**src/hw/rtl/tmk_pkg.sv**
```systemverilog
// shared constants, types and helper functions of the thin multipole kick block
// no dependencies, compile first
`timescale 1ns / 1ps

package tmk_pkg;

  localparam int ORDER_MAX = 4;
  localparam int FRAC_BITS = 24;

  localparam int CoefW   = 48;
  localparam int CoordW  = 32;
  localparam int OpW     = CoordW + 1;
  localparam int AccW    = CoefW + 2;
  localparam int OrderW  = 3;
  localparam int DataW   = 32;
  localparam int PaddrW  = 4;

  localparam int TableDepth = 2 * ORDER_MAX;
  localparam int AddrW      = (TableDepth > 1) ? $clog2(TableDepth) : 1;
  localparam int IdxW       = (ORDER_MAX > 1) ? $clog2(ORDER_MAX) : 1;
  localparam int NumW       = $clog2(ORDER_MAX + 1);

  localparam logic REQ_TRACK = 1'b0;
  localparam logic REQ_WRITE = 1'b1;

  typedef enum logic [1:0] {
    REG_KICK_LENGTH = 2'd0,
    REG_INV_RADIUS  = 2'd1,
    REG_FIELD_ORDER = 2'd2
  } reg_idx_e;

  typedef struct packed {
    logic [DataW-1:0]  kick_length;
    logic [DataW-1:0]  inv_radius;
    logic [OrderW-1:0] field_order;
  } cfg_t;

  typedef struct packed {
    logic             busy;
    logic             done;
    logic             sat;
    logic [CoefW-1:0] res;
  } mul_rsp_t;

  // entry k holds b[k], entry ORDER_MAX+k holds a[k]
  function automatic logic [AddrW-1:0] coef_addr(input logic skew, input logic [IdxW-1:0] idx);
    return AddrW'(int'(skew) * ORDER_MAX + int'(idx));
  endfunction

  function automatic logic ovf_coef(input logic signed [AccW-1:0] v);
    return v[AccW-1:CoefW-1] != {(AccW-CoefW+1){v[AccW-1]}};
  endfunction

  function automatic logic signed [CoefW-1:0] clip_coef(input logic signed [AccW-1:0] v);
    if (ovf_coef(v)) begin
      return {v[AccW-1], {(CoefW-1){~v[AccW-1]}}};
    end
    return v[CoefW-1:0];
  endfunction

  function automatic logic ovf_coord(input logic signed [AccW-1:0] v);
    return v[AccW-1:CoordW-1] != {(AccW-CoordW+1){v[AccW-1]}};
  endfunction

  function automatic logic signed [CoordW-1:0] clip_coord(input logic signed [AccW-1:0] v);
    if (ovf_coord(v)) begin
      return {v[AccW-1], {(CoordW-1){~v[AccW-1]}}};
    end
    return v[CoordW-1:0];
  endfunction

endpackage

```
**src/hw/rtl/tmk_cfg.sv**
```systemverilog
// apb register file: kick length, inverse radius, field order
// depends on tmk_pkg
`timescale 1ns / 1ps

module tmk_cfg (
  input  logic                        clk_i,
  input  logic                        rst_ni,
  input  logic                        psel,
  input  logic                        penable,
  input  logic                        pwrite,
  input  logic [tmk_pkg::PaddrW-1:0]  paddr,
  input  logic [tmk_pkg::DataW-1:0]   pwdata,
  output logic [tmk_pkg::DataW-1:0]   prdata,
  output logic                        pready,
  output tmk_pkg::cfg_t               cfg_o
);
  import tmk_pkg::*;

  cfg_t cfg_q;
  logic wr_en;

  assign wr_en = psel & penable & pwrite;

  always_ff @(posedge clk_i or negedge rst_ni) begin
    if (!rst_ni) begin
      cfg_q.kick_length <= '0;
      cfg_q.inv_radius  <= '0;
      cfg_q.field_order <= OrderW'(1);
    end else if (wr_en) begin
      unique case (paddr[PaddrW-1:2])
        REG_KICK_LENGTH: cfg_q.kick_length <= pwdata;
        REG_INV_RADIUS:  cfg_q.inv_radius  <= pwdata;
        REG_FIELD_ORDER: cfg_q.field_order <= pwdata[OrderW-1:0];
        default: ;
      endcase
    end
  end

  always_comb begin
    unique case (paddr[PaddrW-1:2])
      REG_KICK_LENGTH: prdata = cfg_q.kick_length;
      REG_INV_RADIUS:  prdata = cfg_q.inv_radius;
      REG_FIELD_ORDER: prdata = DataW'(cfg_q.field_order);
      default:         prdata = '0;
    endcase
  end

  assign pready = 1'b1;
  assign cfg_o  = cfg_q;

endmodule

```
**config.mk**
```make
export PLATFORM = sky130hd
export DESIGN_NAME = tmk_cfg
export DESIGN_NICKNAME = d
export VERILOG_FILES = /design/src/hw/rtl/tmk_pkg.sv /design/src/hw/rtl/tmk_cfg.sv
export SDC_FILE = /design/constraint.sdc
export NUM_CORES = 1
export LEC_CHECK = 0
export BUFFER_PORTS_ARGS = -buffer_cell sky130_fd_sc_hd__buf_2
export CORE_MARGIN = 10
export CORE_UTILIZATION = 51
export CTS_CLUSTER_SIZE = 10
export DETAILED_ROUTE_END_ITERATION = 8
export GPL_ROUTABILITY_DRIVEN = 0
export PLACE_DENSITY = 0.86
export REMOVE_ABC_BUFFERS = 1
export SLEW_MARGIN = 20
export SYNTH_ARGS = -nofsm -noshare
export SYNTH_HDL_FRONTEND = slang
export SYNTH_SLANG_ARGS = --single-unit
export TNS_END_PERCENT = 5
```
**constraint.sdc**
```tcl
create_clock -name clk_i -period 2.1 [get_ports clk_i]
set_input_delay 0.21 -clock clk_i [delete_from_list [all_inputs] [get_ports clk_i]]
set_output_delay 0.21 -clock clk_i [all_outputs]
set_load 0.03 [all_outputs]
```
==> flow_summary.json <==
{
  "outcome": "completed",
  "power.switching_mw": 1.91,
  "internal_power_mw": 2.77,
  "initial_core_util": 0.528,
  "yosysMostFrequentCell": "dfrtp_1",
  "synth.area.top_cells": "dfrtp_1 (53%), mux2_4 (14%), mux2_2 (13%)",
  "total_power_mw": 4.68,
  "io_pins": 141,
  "switching_share": 0.408,
  "rows": 28,
  "ant_nets": 0,
  "rr_startpoint": "cfg_o[63]",
  "fin_skew_ps": 0,
  "async_flop_share": 1.00,
  "clkTransAtPathRegs_ps": 70,
  "layout.cells.non_filler": 443,
  "drv_slew": 0,
  "chipWidth_um": 98.5,
  "drive_above_1_share": 0.611,
  "vias_per_cell": 5.08,
  "htreeDepth": 3,
  "drt_iter0_markers": 36,
  "cts_resized": 0,
  "synth_top_area_cell": "dfrtp_1",
  "cp.arrival_ps": 1250,
  "placed_cell_area_um2": 3910,
  "final_hold_viol_count": 0,
  "ff2ff_path_depth": 1,
  "hp-class": "in2reg",
  "yosysUniqueCellTypes": 19,
  "grt_usage": 0.166,
  "holdBufCountCts": 1,
  "core_region_area_um2": 5960,
  "combPwrFrac": 0.406,
  "synthFlopType": "dfrtp_1",
  "yosysWarnings": 0,
  "die_area_um2": 9700,
  "place_hpwl_um": 6190,
  "dr.pass1.iters": 4,
  "dp_cells": 426,
  "min_period_ps": 1460,
  "synth_area_um2": 3140,
  "irDropWorstVdd_mv": 0.716,
  "fin_util": 0.686,
  "grt_max_degree": 33,
  "remaining_drc_errors": 0,
  "cap_viol_max_count": 0,
  "synth-edff-count": 0,
  "holdWs_ps": 110,
  "p_clk_frac": 0.202,
  "crit_type": "in2out",
  "syn_to_final_growth_pct": 30.1,
  "cp-end-kind": "output pin",
  "pwr-share-seq": 0.391,
  "worstHoldPathCells": 2,
  "wl_um": 8160,
  "cts_setup_buffers": 0,
  "synth_commonest_cells": "dfrtp_1 (66), mux2_2 (35), mux2i_1 (32)",
  "largest_reg_flops": 67,
  "cts_tree": "done",
  "start_kind": "input pin",
  "io_buffers": 137,
  "min_to": "cfg_o[56]",
  "fin_crit_sh": 0.697,
  "max_freq_ghz": 0.683,
  "critPathRequiredTime_ps": 1890,
  "p_leak_nw": 2.26,
  "grt-ovfl-total": 0,
  "r2r_slack_ps": 1300,
  "antenna_found_initial": 0,
  "cts_made_buffers": 9,
  "p_per_area_nw_per_um2": 1140,
  "nets": 404,
  "cts_max_path_buffers": 2,
  "rsz0062_at_grt": "false",
  "die_y_um": 98.5,
  "dr_total_vias": 2251,
  "ys_ff_latch": 67,
  "routedWlPerCell_um": 18.4,
  "num_antenna_cells": 0,
  "grt_pass1_vias": 2481,
  "root_buffer": "clkbuf_8",
  "seq_area_frac_synth": 0.534,
  "syn_area_per_cell_um2": 14.1,
  "finalInstanceArea_um2": 4090,
  "setup_viol": 0,
  "min_from": "pwdata[21]",
  "post-synth-top-area-fraction": 0.526,
  "syn_inst": 223,
  "crit_fanout": 19,
  "r2r_end": "cfg_o[63]",
  "insertion_delay_ps": 320,
  "grt_pass1_wl_um": 13100,
  "cts_sinks": 67
}
power by group through the flow:
| stage | sequential [mW] | combinational, mW | clock, mW |
|---|---|---|---|
| after floorplan | 2.43 | 0.687 | 0 |
| after global placement | 1.82 | 1.89 | 0 |
| after detailed placement | 1.85 | 1.93 | 0 |
| after CTS | 1.83 | 1.93 | 0.967 |
| after global routing | 1.87 | 2.02 | 1.02 |
| final | 1.83 | 1.90 | 0.947 |
routing by layer:
metal  global-route usage  wire [µm]
met3               0.0691        745
met5                    0          0
met2                0.270       3920
met4               0.0595        100
met1                0.192       3390
through the flow:
step / setup WS, ps / setup TNS (ps)
floorplan: -31.6 / -947
global placement: 448 / 0
detailed placement: 425 / 0
CTS: 631 / 0
global route: 538 / 0
finish: 635 / 0
area by class of cell:
cell class	instances	area [µm²]
clock buffers	14	163
multi-input cells	140	1370
well taps	75	93.8
flip-flops and latches	67	1680
fillers	454	1870
clock inverters	2	10.0
repair buffers	145	773
worst max path at each step:
| stage | start | to | slack (ps) | depth (start not counted) |
|---|---|---|---|---|
| after floorplan | pwrite | cfg_o[35] | -30 | 3 |
| after global placement | pwrite | cfg_o[7] | 450 | 5 |
| after detailed placement | pwrite | cfg_o[19] | 430 | 5 |
| after CTS | paddr[2] | prdata[0] | 630 | 5 |
| after global routing | paddr[2] | prdata[0] | 540 | 5 |
| final | paddr[2] | prdata[0] | 640 | 5 |
kinds of logic after synthesis:
group	count (synthesis)	synth area share
flops	67	0.534
compound gates	3	0.00478
mux	99	0.378
simple gates	37	0.0502
buf+inv	16	0.0319
other cells	1	0.00119
critical path, cell delays in order:
cell and delay [ps]:
buf_2 160, buf_4 350, mux2i_1 260, o21ai_0 90
buf_2 190
cell usage in the layout (no fill, tap or decap), types with 2 or more instances in the layout:
master / instances
mux2_1: 2
clkbuf_8: 11
clkbuf_1: 3
nand2_1: 3
mux2_4: 30
buf_2: 137
mux2i_1: 32
mux2_2: 35
o21ai_0: 3
clkinv_2: 2
dfrtp_1: 66
nor2_1: 29
buf_12: 2
buf_4: 5
Note: power is estimated with default switching activity, not from simulation.
