--- src/hw/rtl/tmk_ram.sv ---
// generic single write port ram with registered read
// no dependencies
`timescale 1ns / 1ps

module tmk_ram #(
  parameter int Width = 48,
  parameter int Depth = 8,
  localparam int AddrW = (Depth > 1) ? $clog2(Depth) : 1
) (
  input  logic             clk_i,
  input  logic             we_i,
  input  logic [AddrW-1:0] waddr_i,
  input  logic [Width-1:0] wdata_i,
  input  logic [AddrW-1:0] raddr_i,
  output logic [Width-1:0] rdata_o
);

  logic [Width-1:0] mem_q [Depth];
  logic [Width-1:0] rdata_q;

  always_ff @(posedge clk_i) begin
    if (we_i) begin
      mem_q[waddr_i] <= wdata_i;
    end
    rdata_q <= mem_q[raddr_i];
  end

  assign rdata_o = rdata_q;

endmodule

--- config.mk ---
export PLATFORM = sky130hd
export DESIGN_NAME = tmk_ram
export DESIGN_NICKNAME = d
export VERILOG_FILES = /design/src/hw/rtl/tmk_ram.sv
export SDC_FILE = /design/constraint.sdc
export NUM_CORES = 1
export LEC_CHECK = 0
export ABC_AREA = 1
export ABC_CLOCK_PERIOD_IN_PS = 6250
export BUFFER_PORTS_ARGS = -buffer_cell sky130_fd_sc_hd__buf_2
export CORE_MARGIN = 2
export CORE_UTILIZATION = 60
export DETAILED_ROUTE_END_ITERATION = 10
export PLACE_DENSITY = 0.79
export SLEW_MARGIN = 40
export SYNTH_ARGS = -nofsm -noshare
export SYNTH_HDL_FRONTEND = slang
export SYNTH_SLANG_ARGS = --single-unit
--- constraint.sdc ---
create_clock -name clk_i -period 6.25 [get_ports clk_i]
set_clock_uncertainty 0.1 [all_clocks]
set_input_delay 0 -clock clk_i [delete_from_list [all_inputs] [get_ports clk_i]]
set_output_delay 0 -clock clk_i [all_outputs]
set_load 0.01 [all_outputs]
==> impl_metrics.env, run 1 <==
export IMPL_status="finished, final reports clean"
export IMPL_first_global_vias=11600
export IMPL_synth_cell_types=11
export IMPL_syn_to_final_growth_pct=15.5
export IMPL_worst_slack_ps=3840
export IMPL_first_pass_iters=5
export IMPL_drv_slew=0
export IMPL_die_height_um=176
export IMPL_via_count=11700
export IMPL_start_util=0.612
export IMPL_num_nets_final=1922
export IMPL_clock_path_buffers=3
export IMPL_wire_per_inst_um=16.5
export IMPL_grt_pass1_wl_mm=59.1
export IMPL_max_freq_ghz=0.416
export IMPL_grt_max_degree=140
export IMPL_tightest_slew_ps=855
export IMPL_cp_data_required_time_ps=6310
export IMPL_end_kind="flip-flop"
export IMPL_ctsResizeCount=0
export IMPL_path_class="primary input to flip-flop"
export IMPL_syn_inst=1725
export IMPL_drtIter0Drc=1187
export IMPL_grt_antenna_before_repair=0
export IMPL_peakVddDrop_mv=0.251
export IMPL_grt_usage=0.246
export IMPL_synth_area_um2=17700
export IMPL_postLayoutCoreUtil=0.707
export IMPL_leakagePower_nw=9.45
export IMPL_grt_setup_unrepaired="no"
export IMPL_hold_class="primary input to flip-flop"
export IMPL_seq_area_frac_synth=0.707
export IMPL_synth_top_cell_by_area="edfxtp_1"
export IMPL_numCtsBuffers=43
export IMPL_cts_tree="built"
export IMPL_fp_dieW_um=176
export IMPL_synthTopCellsByArea="edfxtp_1 65%, nand2_1 13%, inv_1 8.2%"
export IMPL_ys_ff_latch=432
export IMPL_min_period_ps=2410
export IMPL_crit_fanout=34
export IMPL_layout_drive_gt1_share=0.101
export IMPL_post_synth_top_area_fraction=0.653
export IMPL_syn_avg_cell_area_um2=10.2
export IMPL_drc=0
export IMPL_overflow=0
export IMPL_cellPowerDensity_nw_per_um2=306
export IMPL_postPlaceCellArea_um2=18500
export IMPL_row_count=62
export IMPL_power_mw=6.24
export IMPL_whs_ps=54.3
export IMPL_start_kind="primary input"
export IMPL_numPortBuffers=103
export IMPL_clk_latency_ps=540
export IMPL_dieArea_um2=30800
export IMPL_finalNonFillerCells=2284
export IMPL_numPlacedInstances=2153
export IMPL_max_cap_violations=0
export IMPL_pin_count=104
export IMPL_insertedDiodeCount=0
export IMPL_ctsHtreeMaxLevel=2
export IMPL_ant_nets=0
export IMPL_hold_viol_final=0
export IMPL_fin_crit_sh=0.385
export IMPL_core_area_um2=28900
export IMPL_post_cts_buffers=0
export IMPL_clk_pin_slew_worst_paths_ps=60
export IMPL_pre_cts_ws_ps=3930
export IMPL_cts_sinks=432
export IMPL_root_buffer="clkbuf_16"
export IMPL_finalInstanceArea_um2=20400
export IMPL_wl_mm=37.7
export IMPL_syn_nets=1781
export IMPL_crit_arrival_ps=2470
export IMPL_setup_violations=0
export IMPL_hpwl_mm=18.7
export IMPL_synth_warning_count=0
export IMPL_gp_congestion=0.737
export IMPL_timing_setup_tns_ps=0
export IMPL_vias_per_cell=5.12
export IMPL_slew_headroom=0.430
critical path: stages:
cell,delay (ps)
dlygate4sd3_1,520
buf_2,130
nand2_1,100
dlygate4sd3_1,610
nor2_4,450
buf_4,610
cell usage in the layout (no fill, tap or decap), drive strengths merged:
| cell | n |
|---|---|
| nand2 | 630 |
| inv | 389 |
| edfxtp | 384 |
| nand3 | 192 |
| buf | 117 |
| clkbuf | 57 |
| dlygate4sd3 | 52 |
| dfxtp | 48 |
| clkinv | 20 |
| nor2 | 8 |
| bufinv | 3 |
final timing paths:
check / start / endpoint / slack [ps] / cells after the start
worst max register to register: mem_q[7][0]$_DFFE_PP_ / rdata_o[0]$_DFF_P_ / 5160 / 6
worst max-delay path: waddr_i[1] / mem_q[6][19]$_DFFE_PP_ / 3840 / 6
worst min-delay path: raddr_i[2] / rdata_o[12]$_DFF_P_ / 50 / 4
worst min register to register: mem_q[3][13]$_DFFE_PP_ / rdata_o[13]$_DFF_P_ / 530 / 6
cell usage after synthesis:
library cell,count
nand2_1,630
inv_1,388
edfxtp_1,384
nand3_1,192
buf_2,50
dfxtp_1,48
clkbuf_1,11
nor2_1,8
buf_1,6
buf_4,6
inv_2,2
what timing repair did:
item                                   CTS  global route
setup endpoints to repair                0             0
endpoints found under the hold margin  417             0
hold buffers                            52             0
routing by layer:
layer	GRT usage	share of wire	vias up
met4	0.0785	0.026	0
li1	-	-	5627
met1	0.321	0.40	5519
met3	0.0355	0.069	81
met2	0.430	0.51	459
met5	0	0	-
area by class of cell:
class,instances,area [um^2]
Sequential cell,432,12500
Inverter,390,1470
Fill cell,2002,8450
Multi-Input combinational cell,830,3420
Clock buffer,57,1210
Timing Repair Buffer,169,1160
Clock inverter,22,175
Tap cell,384,480
flip-flops by register name (all words and copies together), names as in the netlist:
| name | flops |
|---|---|
| mem_q | 384 |
| rdata_o | 48 |
kinds of logic (layout without fill, tap and decap cells):
family,count (synthesis),after routing,share of synthesized area
flip-flops,432,432,0.707
AND/OR/NAND/NOR,830,830,0.190
buffers and inverters,463,638,0.103
power by group:
group / switching, mW / internal [mW] / leakage [nW]
registers: 0.0325 / 3.26 / 3.89
clock network: 1.04 / 1.48 / 0.691
logic: 0.286 / 0.138 / 4.87
(Power assumes the default switching activity.)
==> run 2: changes to the inputs <==
--- a/config.mk
+++ b/config.mk
@@ -5,8 +5,8 @@
 export SDC_FILE = /design/constraint.sdc
 export NUM_CORES = 1
 export LEC_CHECK = 0
-export ABC_AREA = 1
-export ABC_CLOCK_PERIOD_IN_PS = 6250
+export ABC_AREA = 0
+export ABC_CLOCK_PERIOD_IN_PS = 2300
 export BUFFER_PORTS_ARGS = -buffer_cell sky130_fd_sc_hd__buf_2
 export CORE_MARGIN = 2
 export CORE_UTILIZATION = 60
==> constraint.sdc (replaced) <==
create_clock -name clk_i -period 2.3 [get_ports clk_i]
set_clock_uncertainty 0.1 [all_clocks]
set_input_delay 0 -clock clk_i [delete_from_list [all_inputs] [get_ports clk_i]]
set_output_delay 0 -clock clk_i [all_outputs]
set_load 0.01 [all_outputs]
==> run 2 against run 1 <==
Synthesized cell count is 64% lower; die area is 11% lower; sequential cell count did not move; non-clock buffer count shrank 2; setup slack got worse by 3000 ps; sequential power increased to 2.7 times the previous value; register-to-register slack got worse by 4300 ps.
==> impl_metrics.env, run 2 <==
export IMPL_tightest_slew_ps=608
export IMPL_path_class="flip-flop to flip-flop"
export IMPL_max_freq_ghz=0.699
export IMPL_num_nets_final=855
export IMPL_numPlacedInstances=1042
export IMPL_core_area_um2=25800
export IMPL_seq_area_frac_synth=0.800
export IMPL_syn_avg_cell_area_um2=25.4
export IMPL_first_global_vias=7227
export IMPL_grt_usage=0.221
export IMPL_clk_latency_ps=520
export IMPL_min_period_ps=1430
export IMPL_drv_slew=0
export IMPL_synthTopCellsByArea="edfxtp_1 74%, mux4_2 13%, dfxtp_1 6.2%"
export IMPL_synth_cell_types=14
export IMPL_hold_class="primary input to flip-flop"
export IMPL_pin_count=104
export IMPL_synth_edf_count=384
export IMPL_hold_viol_final=0
export IMPL_layout_common_cells="384 x edfxtp_1, 100 x buf_2, 93 x mux4_2, 49 x dlygate4sd3_1, 48 x dfxtp_1"
export IMPL_grt_max_degree=49
export IMPL_drtIter0Drc=634
export IMPL_via_count=6817
export IMPL_max_cap_violations=0
export IMPL_end_kind="flip-flop"
export IMPL_layout_drive_gt1_share=0.400
export IMPL_largest_reg_flops=384
export IMPL_grt_antenna_before_repair=1
export IMPL_hpwl_mm=14.5
export IMPL_cts_tree="built"
export IMPL_final_common_cell="edfxtp_1"
export IMPL_clock_path_buffers=3
export IMPL_vias_per_cell=5.84
export IMPL_numCtsBuffers=41
export IMPL_start_kind="flip-flop"
export IMPL_power_mw=16.5
export IMPL_syn_inst=616
export IMPL_leakagePower_nw=6.31
export IMPL_cts_sinks=432
export IMPL_numPortBuffers=103
export IMPL_fp_dieW_um=165
export IMPL_gp_congestion=0.696
export IMPL_synthArstFlopShare=0
export IMPL_synth_commonest_cells="384 x edfxtp_1, 93 x mux4_2, 48 x dfxtp_1"
export IMPL_peakVddDrop_mv=0.526
export IMPL_drc=0
export IMPL_syn_to_final_growth_pct=18.8
export IMPL_crit_arrival_ps=1720
export IMPL_first_pass_iters=5
export IMPL_die_height_um=165
export IMPL_synth_most_common_cell="edfxtp_1"
export IMPL_ys_flop_type="edfxtp_1"
export IMPL_cellPowerDensity_nw_per_um2=891
export IMPL_dieArea_um2=27300
export IMPL_grt_pass1_wl_mm=43.4
export IMPL_finalNonFillerCells=1167
export IMPL_setup_violations=0
export IMPL_synth_top_cell_by_area="edfxtp_1"
export IMPL_wl_mm=28.9
export IMPL_cp_data_required_time_ps=2590
export IMPL_top_register="mem_q"
export IMPL_postLayoutCoreUtil=0.718
export IMPL_wire_per_inst_um=24.8
export IMPL_crit_fanout=1
export IMPL_synth_area_um2=15600
export IMPL_fin_crit_sh=0.622
export IMPL_slew_headroom=0.595
export IMPL_post_synth_top_area_fraction=0.738
export IMPL_grt_setup_unrepaired="no"
export IMPL_root_buffer="clkbuf_16"
export IMPL_row_count=59
export IMPL_ctsHtreeMaxLevel=2
export IMPL_ys_ff_latch=432
export IMPL_syn_nets=672
export IMPL_synth_warning_count=0
export IMPL_nFillCells=1431
export IMPL_ant_nets=0
export IMPL_overflow=0
export IMPL_status="finished, final reports clean"
export IMPL_start_util=0.605
export IMPL_clk_pin_slew_worst_paths_ps=60
==> run 2: repair_timing <==
action,4_1_cts,5_1_grt
resized for setup,0,0
setup buffers,0,0
hold buffers,49,0
setup endpoints to repair,0,0
hold endpoints to repair,403,0
==> run 2: final timing paths <==
check | start | to | slack (ps) | depth (start not counted)
setup reg to reg | mem_q[0][37]$_DFFE_PP_ | rdata_o[37]$_DFF_P_ | 870 | 2
setup / recovery | mem_q[0][37]$_DFFE_PP_ | rdata_o[37]$_DFF_P_ | 870 | 2
hold reg to reg | mem_q[5][31]$_DFFE_PP_ | rdata_o[31]$_DFF_P_ | 570 | 2
hold / removal | waddr_i[0] | mem_q[4][24]$_DFFE_PP_ | 50 | 3
==> run 2: where the power goes <==
part | leakage, nW | internal [mW] | switching (mW)
registers | 3.89 | 8.86 | 0.0934
logic | 1.76 | 0.518 | 0.483
clock network | 0.658 | 3.90 | 2.68
total | 6.31 | 13.3 | 3.25
==> run 2: cell families (layout without fill, tap and decap cells) <==
logic type / count (synthesis) / count (layout) / share of synthesized area
buffers and inverters: 27 / 242 / 0.0131
DFF: 432 / 432 / 0.800
muxes: 144 / 144 / 0.183
other: 0 / 1 / 0
and+or+nand+nor: 13 / 13 / 0.00377
==> run 2: critical path: stages, from the launching register on <==
cell and delay [ps]:
edfxtp_1 370, mux4_2 520, mux2_4 310
==> run 2: cell type report <==
cell class / count / area, um^2 / area share
multi-input combinational: 157 / 2990 / 0.161
clock inverter: 20 / 190 / 0.0102
clock buffer: 55 / 1160 / 0.0626
timing repair buffer: 167 / 1310 / 0.0703
sequential: 432 / 12500 / 0.673
tap: 335 / 419 / 0.0226
antenna: 1 / 2.50 / 0.000135
==> run 2: metal layers <==
metal  routed length, um  GRT usage  vias to the layer above  part of all wire
met2               15300      0.379                      249              0.53
met4                 456     0.0564                        0             0.016
met5                   0          0                        -                 0
li1                    -          -                     2968                 -
met1               11400      0.301                     3559              0.40
met3                1710     0.0365                       41             0.059
==> run 2: metrics by stage <==
stage / area (um^2) / TNS [ps] / worst slack (ps) / hold slack [ps]
after detailed placement: 16700 / 0 / 575 / 167
after floorplan: 15600 / -125080 / -484 / -1.13
after global placement: 16700 / 0 / 646 / 150
final: 18600 / 0 / 870 / 48.6
after global routing: 18600 / 0 / 867 / 55.6
after CTS: 18600 / 0 / 875 / 44.8
